$ cat config.mk
export PLATFORM = sky130hd
export DESIGN_NAME = ypvm_ctrl
export DESIGN_NICKNAME = d
export VERILOG_FILES = /design/src/design/ypvm_pkg.sv /design/src/design/ypvm_ctrl.sv
export SDC_FILE = /design/constraint.sdc
export NUM_CORES = 1
export LEC_CHECK = 0
export BUFFER_PORTS_ARGS = -buffer_cell sky130_fd_sc_hd__clkbuf_2
export CORE_MARGIN = 10
export CORE_UTILIZATION = 46
export DETAILED_ROUTE_END_ITERATION = 7
export HOLD_SLACK_MARGIN = 0.03
export PLACE_DENSITY = 0.78
export SYNTH_ARGS = -nofsm -noshare
export SYNTH_HDL_FRONTEND = slang
export SYNTH_SLANG_ARGS = --single-unit
$ cat constraint.sdc
create_clock -name i_clk -period 1.5 [get_ports i_clk]
set_input_delay 0.225 -clock i_clk [delete_from_list [all_inputs] [get_ports i_clk]]
set_output_delay 0.225 -clock i_clk [all_outputs]
set_load 0.05 [all_outputs]
$ cat src/design/ypvm_pkg.sv
// ypvm_pkg: shared types, constants and fixed-point helpers for the yaw/pitch view matrix.
// No dependencies.
package ypvm_pkg;

    localparam int ANGLE_BITS = 16;
    localparam int FRAC_BITS  = 16;
    localparam int DATA_W     = 32;

    // op codes
    localparam logic [1:0] OP_PITCH = 2'd0;
    localparam logic [1:0] OP_YAW   = 2'd1;
    localparam logic [1:0] OP_READ  = 2'd2;

    // register indexes
    localparam logic [1:0] REG_TX = 2'd0;
    localparam logic [1:0] REG_TY = 2'd1;
    localparam logic [1:0] REG_TZ = 2'd2;

    localparam logic signed [31:0] QONE = 32'sh4000_0000;
    localparam logic [ANGLE_BITS-1:0] QUARTER = ANGLE_BITS'(1) << (ANGLE_BITS - 2);
    localparam logic [ANGLE_BITS-1:0] YAW_RESET = ANGLE_BITS'(3) << (ANGLE_BITS - 2);

    // Q30 polynomial coefficients, lowest degree first
    localparam logic signed [31:0] POLY_K0 = 32'sd1686629713;
    localparam logic signed [31:0] POLY_K1 = -32'sd693598668;
    localparam logic signed [31:0] POLY_K2 = 32'sd85569306;
    localparam logic signed [31:0] POLY_K3 = -32'sd5026994;
    localparam logic signed [31:0] POLY_K4 = 32'sd172272;

    typedef struct packed {
        logic [1:0]  op;
        logic signed [15:0] angle_delta;
    } t_in_beat;

    typedef struct packed {
        logic [1:0]  column_index;
        logic signed [31:0] row0_value;
        logic signed [31:0] row1_value;
        logic signed [31:0] row2_value;
        logic        last_column;
        logic        degenerate;
    } t_out_beat;

    typedef struct packed {
        logic [1:0]  index;
        logic [31:0] data;
    } t_cfg_beat;

    // controller -> datapath
    typedef struct packed {
        logic       load;       // capture beat, update angle
        logic       trig_start; // begin sin of angle slot
        logic [1:0] trig_sel;   // 0 sp,1 cp,2 sy,3 cy
        logic       trig_step;  // one Horner step or the final x product
        logic       trig_fin;   // finish and store
        logic       mul_step;   // one product step
        logic [3:0] mul_sel;
    } t_cmd;

    // rounded shift right, half away from zero
    function automatic logic signed [63:0] rsr(input logic signed [63:0] v,
                                               input int unsigned k);
        logic [63:0] m;
        begin
            m = v[63] ? (64'd0 - 64'(v)) : 64'(v);
            m = (m + (64'd1 << (k - 1))) >> k;
            rsr = v[63] ? -$signed(m) : $signed(m);
        end
    endfunction

    function automatic logic signed [31:0] sat32(input logic signed [63:0] v);
        begin
            if (v > 64'sd2147483647)        sat32 = 32'sh7FFF_FFFF;
            else if (v < -64'sd2147483648)  sat32 = 32'sh8000_0000;
            else                            sat32 = v[31:0];
        end
    endfunction

endpackage

$ cat src/design/ypvm_ctrl.sv
// ypvm_ctrl: sequencer for trig, products, dot products and column output.
// Depends on ypvm_pkg.
module ypvm_ctrl import ypvm_pkg::*; (
    input  logic i_clk,
    input  logic i_rst_n,
    input  logic i_in_valid,
    output logic o_in_ready,
    input  logic i_out_busy,   // output register full and not draining
    output logic o_emit,
    output logic [1:0] o_col,
    output t_cmd o_cmd,
    output logic o_dot_step,
    output logic [1:0] o_dot_sel
);
    localparam logic [2:0] S_IDLE = 3'd0;
    localparam logic [2:0] S_TRIG = 3'd1;
    localparam logic [2:0] S_MUL  = 3'd2;
    localparam logic [2:0] S_DOT  = 3'd3;
    localparam logic [2:0] S_EMIT = 3'd4;

    logic [2:0] r_state, n_state;
    logic [2:0] r_step, n_step;
    logic [1:0] r_slot, n_slot;
    logic [3:0] r_mul, n_mul;
    logic [1:0] r_col, n_col;

    always_ff @(posedge i_clk) begin
        if (!i_rst_n) begin
            r_state <= S_IDLE;
            r_step  <= '0;
            r_slot  <= '0;
            r_mul   <= '0;
            r_col   <= '0;
        end else begin
            r_state <= n_state;
            r_step  <= n_step;
            r_slot  <= n_slot;
            r_mul   <= n_mul;
            r_col   <= n_col;
        end
    end

    always_comb begin
        n_state = r_state;
        n_step  = r_step;
        n_slot  = r_slot;
        n_mul   = r_mul;
        n_col   = r_col;
        o_in_ready = 1'b0;
        o_emit  = 1'b0;
        o_col   = r_col;
        o_cmd   = '0;
        o_cmd.trig_sel = r_slot;
        o_cmd.mul_sel  = r_mul;
        o_dot_step = 1'b0;
        o_dot_sel  = r_col;
        unique case (r_state)
            S_IDLE: begin
                o_in_ready = 1'b1;
                if (i_in_valid) begin
                    o_cmd.load = 1'b1;
                    n_state = S_TRIG;
                    n_slot  = '0;
                    n_step  = '0;
                end
            end
            S_TRIG: begin
                // step 0 start, 1..5 Horner + final multiply, 6 finish
                if (r_step == 3'd0)      o_cmd.trig_start = 1'b1;
                else if (r_step == 3'd6) o_cmd.trig_fin   = 1'b1;
                else                     o_cmd.trig_step  = 1'b1;
                if (r_step == 3'd6) begin
                    n_step = '0;
                    n_slot = r_slot + 2'd1;
                    if (r_slot == 2'd3) begin
                        n_state = S_MUL;
                        n_mul   = '0;
                    end
                end else begin
                    n_step = r_step + 3'd1;
                end
            end
            S_MUL: begin
                o_cmd.mul_step = 1'b1;
                n_mul = r_mul + 4'd1;
                if (r_mul == 4'd3) begin
                    n_state = S_DOT;
                    n_col   = '0;
                    n_step  = '0;
                end
            end
            S_DOT: begin
                // three dot products, one term per cycle
                o_dot_step = 1'b1;
                o_dot_sel  = r_step[1:0];
                n_step = r_step + 3'd1;
                if (r_step == 3'd2) begin
                    n_state = S_EMIT;
                    n_step  = '0;
                    n_col   = '0;
                end
            end
            S_EMIT: begin
                if (!i_out_busy) begin
                    o_emit = 1'b1;
                    n_col  = r_col + 2'd1;
                    if (r_col == 2'd3) n_state = S_IDLE;
                end
            end
            default: n_state = S_IDLE;
        endcase
    end

`ifndef NO_ASSERTIONS
    a_emit_only_in_emit: assert property (@(posedge i_clk) disable iff (!i_rst_n)
        o_emit |-> r_state == S_EMIT) else $error("emit outside emit state");
    a_last_returns_idle: assert property (@(posedge i_clk) disable iff (!i_rst_n)
        (o_emit && r_col == 2'd3) |=> r_state == S_IDLE) else $error("no idle after column 3");
    a_ready_idle: assert property (@(posedge i_clk) disable iff (!i_rst_n)
        o_in_ready |-> r_state == S_IDLE) else $error("ready while busy");
`endif
endmodule

Word-level counts from Yosys, hierarchy flattened:

Cells that the tools add are included.
W data, S select, Z words.

* register bits after elaboration: 14
* output and inout bits: 18

* add/sub/neg operators: 4
* multiplexer cells: 37
* reductions and logical operators: 11
* equal/unequal tests: 16

Operators with widths (count)
* $mux W3: 11
* $mux W2: 8
* $pmux W3 S5: 1
* $ne A2 B2 Y1 const B: 7
* $pmux W3 S4: 1
* $mux W1: 11
* $eq A3 B2 Y1 const B: 3
* $reduce_and A3 Y1: 3
* $mux W4: 2
* $pmux W4 S2: 1
* $reduce_and A7 Y1: 1
* $eq A3 B3 Y1 const B: 2
* $logic_not A3 Y1: 2
* $pmux W2 S3: 1
* $add A2 B1 Y2 const B: 2
* $add A4 B1 Y4 const B: 1
* $eq A2 B2 Y1 const B: 2
* $eq A4 B2 Y1 const B: 1
* $pmux W2 S2: 1
* $reduce_and A4 Y1: 1
* $reduce_bool A2 Y1: 2
* $reduce_bool A4 Y1: 1
* $add A3 B1 Y3 const B: 1
* $eq A3 B1 Y1 const B: 1
* $reduce_bool A3 Y1: 1

Logic depth before layout (Yosys ltp):

* depth after elaboration: 4
* gate-level depth with buffers: 6

Worst setup path before layout:

Ideal clock, no wire load.

* path type: register to register
* from: register r_state[2]
* to: register r_slot[1]
* arrival: 2638 ps
* required time: 1381 ps
* slack: -1257 ps
* stages on the path, launching flop included: 6
* library setup time: 119 ps
* path buffers: 1
* path through: dfxtp_1 buf_2 nor4b_1 a21oi_1 a22oi_1 nor2_1

* longest elaborated chain between the ends: 3
* elaborated cells between the ends (all ways): 7
* classes of those cells: eq/ne: 3; mux: 1; reduce/logical: 3

Ends and longest elaborated chain
* start: declaration: RTL line ypvm_ctrl.sv:21 `logic [2:0] r_state, n_state;`
* start signal: assignment: RTL line ypvm_ctrl.sv:35 `r_state <= n_state;`
* $eq A3 B1 Y1 / $logic_not A3 Y1 (equally long branches): RTL line ypvm_ctrl.sv:57 `unique case (r_state)`
* $ne A2 B2 Y1 (no source line) / $reduce_bool A2 Y1 (equally long branches)
* $reduce_and A3 Y1 (no source line)
* end signal: assignment: RTL line ypvm_ctrl.sv:37 `r_slot <= n_slot;`
* end: declaration: RTL line ypvm_ctrl.sv:23 `logic [1:0] r_slot, n_slot;`

Several ways; a longest one is shown, not always the timed one.
A chain may end at the register's enable or synchronous reset.

Worst setup path after layout:

* from: register r_state[2]
* to: output o_dot_sel[1]

* longest elaborated chain between the ends: 2

Ends and longest elaborated chain
* $eq A3 B2 Y1: RTL line ypvm_ctrl.sv:57
* $mux W2: RTL line ypvm_ctrl.sv:57
* end: declaration: RTL line ypvm_ctrl.sv:13 `output logic [1:0] o_dot_sel`

Every way passes these cells.

==> out/metrics.yaml <==
syn-instance-count: 104
crit_family: "flip-flops"
grt.total_usage_pct: 18.8
place.gp.congestion: 0.839
dr.pass1.iters: 4
syn-num-nets: 111
finalCritPeriodShare_pct: 114
antenna_found_initial: 0
critPathLaunch: "r_state[2]"
pin_count: 22
hold_viol: 0
slew_viol_final: 0
grt_pass1_wl_mm: 6.17
rr_startpoint: "r_mul[1]"
rr_worst_depth: 5
drtIter0Drc: 103
hold_depth: 3
worstPathRequired_ns: 1.27
hold_path.class: "input port to register"
grt_max_degree: 12
cts_sinks: 14
crit_buf_inv: 1
power_mw: 1.45
skew_ns: 0.00172
cts_tree: "built"
die-area_um2: 4130
yosys.cell_types.count: 45
grt_overflow: 0
violations: "negative setup slack"
min_period_ns: 1.71
ant_nets: 0
dpl-instance-area_um2: 1330
fill_cells: 66
numPortBuffers: 21
holdPathEnd: "r_slot[1]"
power_density_nw_per_um2: 871
leakagePower_nw: 0.745
cp.arrival_ns: 1.49
wl_mm: 4.15
crit_slowest_cell: "dfxtp_4"
cts_buffers: 3
synth_edf_count: 0
outcome: "finished with violations"
rrSetupSlack_ns: -0.12
path_max_fanout: 8
hpwlAfterDp_mm: 2.26
fin_tns_setup_ns: -1.73
maxCapViolations: 0
ctsLongestPathBuffers: 2
synth_seq_area_share_pct: 31.1
final_cell_area_um2: 1660
finalSetupViolations: 16
synth_seq_cells: 14
die_h_um: 64.3
max_slew_margin_pct: 74.4
syn_area_um2: 902
vdd_drop_max_mv: 1.04
worstMarginPinSlew_ns: 0.382
critPathKind: "register to output pin"
async_flop_share_pct: 0
root_buffer: "clkbuf_4"
antennaDiodeCount: 0
core_area_um2: 1800
cp-start-kind: "register"
yosysWarningCount: 0
setup_ws_ns: -0.211
fmax_mhz: 585
wl_per_cell_um: 22.3
end_kind: "output pin"
ys.flop_type: "dfxtp_1"
rsz0062_at_grt: "yes"
crit_chain: "and3b_2 > mux2_4 > clkbuf_16"
grt_pass1_vias: 1117
rr_endpoint: "r_step[1]"
drc: 0
max_stage_delay_ns: 0.39
initial_core_util_pct: 50.1
num_rows: 15
fin_nets: 169
drive_gt1_share_pct: 66.5
h-tree-depth: 1
syn_to_final_growth_pct: 83.9
viasPerCell: 6.31
syn_avg_cell_area_um2: 8.67
clk_latency_ns: 0.29
dieWidth_um: 64.3
clk_pin_slew_ns: 0.09
via_count: 1174
hold_start: "i_rst_n"
## layer usage
metal,up-vias,track usage [%],share of wire [%]
li1,494,-,-
met1,572,19.2,37
met2,85,33.1,49
met3,23,6.45,9.3
met4,0,9.63,5.1
met5,-,0,0
## cells in the final DEF (no fill, tap or decap), types with 4 or more instances in the layout
cell	synthesis	layout
a21oi_1	8	5
buf_4	0	32
dfxtp_2	0	4
buf_12	0	4
clkbuf_2	0	11
dfxtp_4	0	7
buf_8	0	5
buf_6	1	7
nand2_1	12	10
nor2_1	8	6
mux2i_1	5	5
## worst max path at each step
stage	depth (start not counted)	to	slack (ns)
after floorplan	5	r_step[1]	-0.20
after global placement	5	r_step[1]	-0.08
after global routing	3	o_dot_sel[1]	-0.22
after CTS	3	o_dot_sel[1]	-0.17
final	3	o_dot_sel[1]	-0.21
after detailed placement	5	r_step[1]	-0.13
## flip-flops by register name (all words and copies together), names as in the netlist
name and flops:
o_col 2, r_mul 4, r_slot 2, r_state 3, r_step 3
## final cells by class
type | count | area, µm² | area share (%)
Clock buffer | 3 | 22.5 | 1.36
Clock inverter | 1 | 3.75 | 0.226
Inverter | 4 | 27.5 | 1.66
Multi-Input combinational cell | 78 | 694 | 41.9
Sequential cell | 14 | 312 | 18.8
Tap cell | 25 | 31.3 | 1.89
Timing Repair Buffer | 61 | 568 | 34.2
## stage by stage
stage | instances | util, % | setup slack [ns] | hold slack (ns)
final | 186 | 92.1 | -0.211 | 0.313
after global routing | 186 | 92.1 | -0.223 | 0.340
after CTS | 183 | 88.5 | -0.168 | 0.286
after detailed placement | 165 | 74.0 | -0.127 | 0.494
after global placement | 165 | 74.0 | -0.0810 | 0.474
after floorplan | 104 | - | -0.203 | 0.398
## report_power, final
group	total (mW)	leakage [nW]	internal, mW	switching [mW]
clock	0.235	0.0154	0.0970	0.138
sequential	0.445	0.121	0.394	0.0512
combinational	0.765	0.609	0.347	0.418
total	1.45	0.745	0.838	0.607
## cells by family (layout without fill, tap and decap cells)
group	Yosys count	in the layout	share of synthesized area, %
xor+xnor	2	2	1.94
compound gates	24	24	19.6
simple gates	41	41	26.9
buf+inv	12	69	6.66
mux	8	8	9.71
flops	14	14	31.1
fa+ha+maj	3	3	4.16
## Yosys cell counts (2+ instances only)
master	n	area share, %
ha_1	3	4.2
o21ai_0	3	1.7
nand4_1	2	1.4
nand4b_1	2	1.9
inv_1	3	1.2
mux2i_1	5	5.5
and3b_1	2	1.9
nor2_1	8	3.3
nand2_1	12	5.0
clkbuf_1	5	2.1
a21oi_1	8	4.4
dfxtp_1	14	31
xor2_1	2	1.9
buf_2	2	1.1
nand2b_1	2	1.4
mux2_2	2	2.5
## worst min-delay path: stages
cell and delay (ns):
clkbuf_2 0.09, inv_1 0.13, nor2_1 0.12
## timing repair
item | 4_1_cts | 5_1_grt
endpoints found under the setup margin | 16 | 20
pin swaps | 8 | 5
hold buffers | 0 | 0
setup buffers | 14 | 3
gates resized for setup | 39 | 15
(Power assumes the default switching activity.)
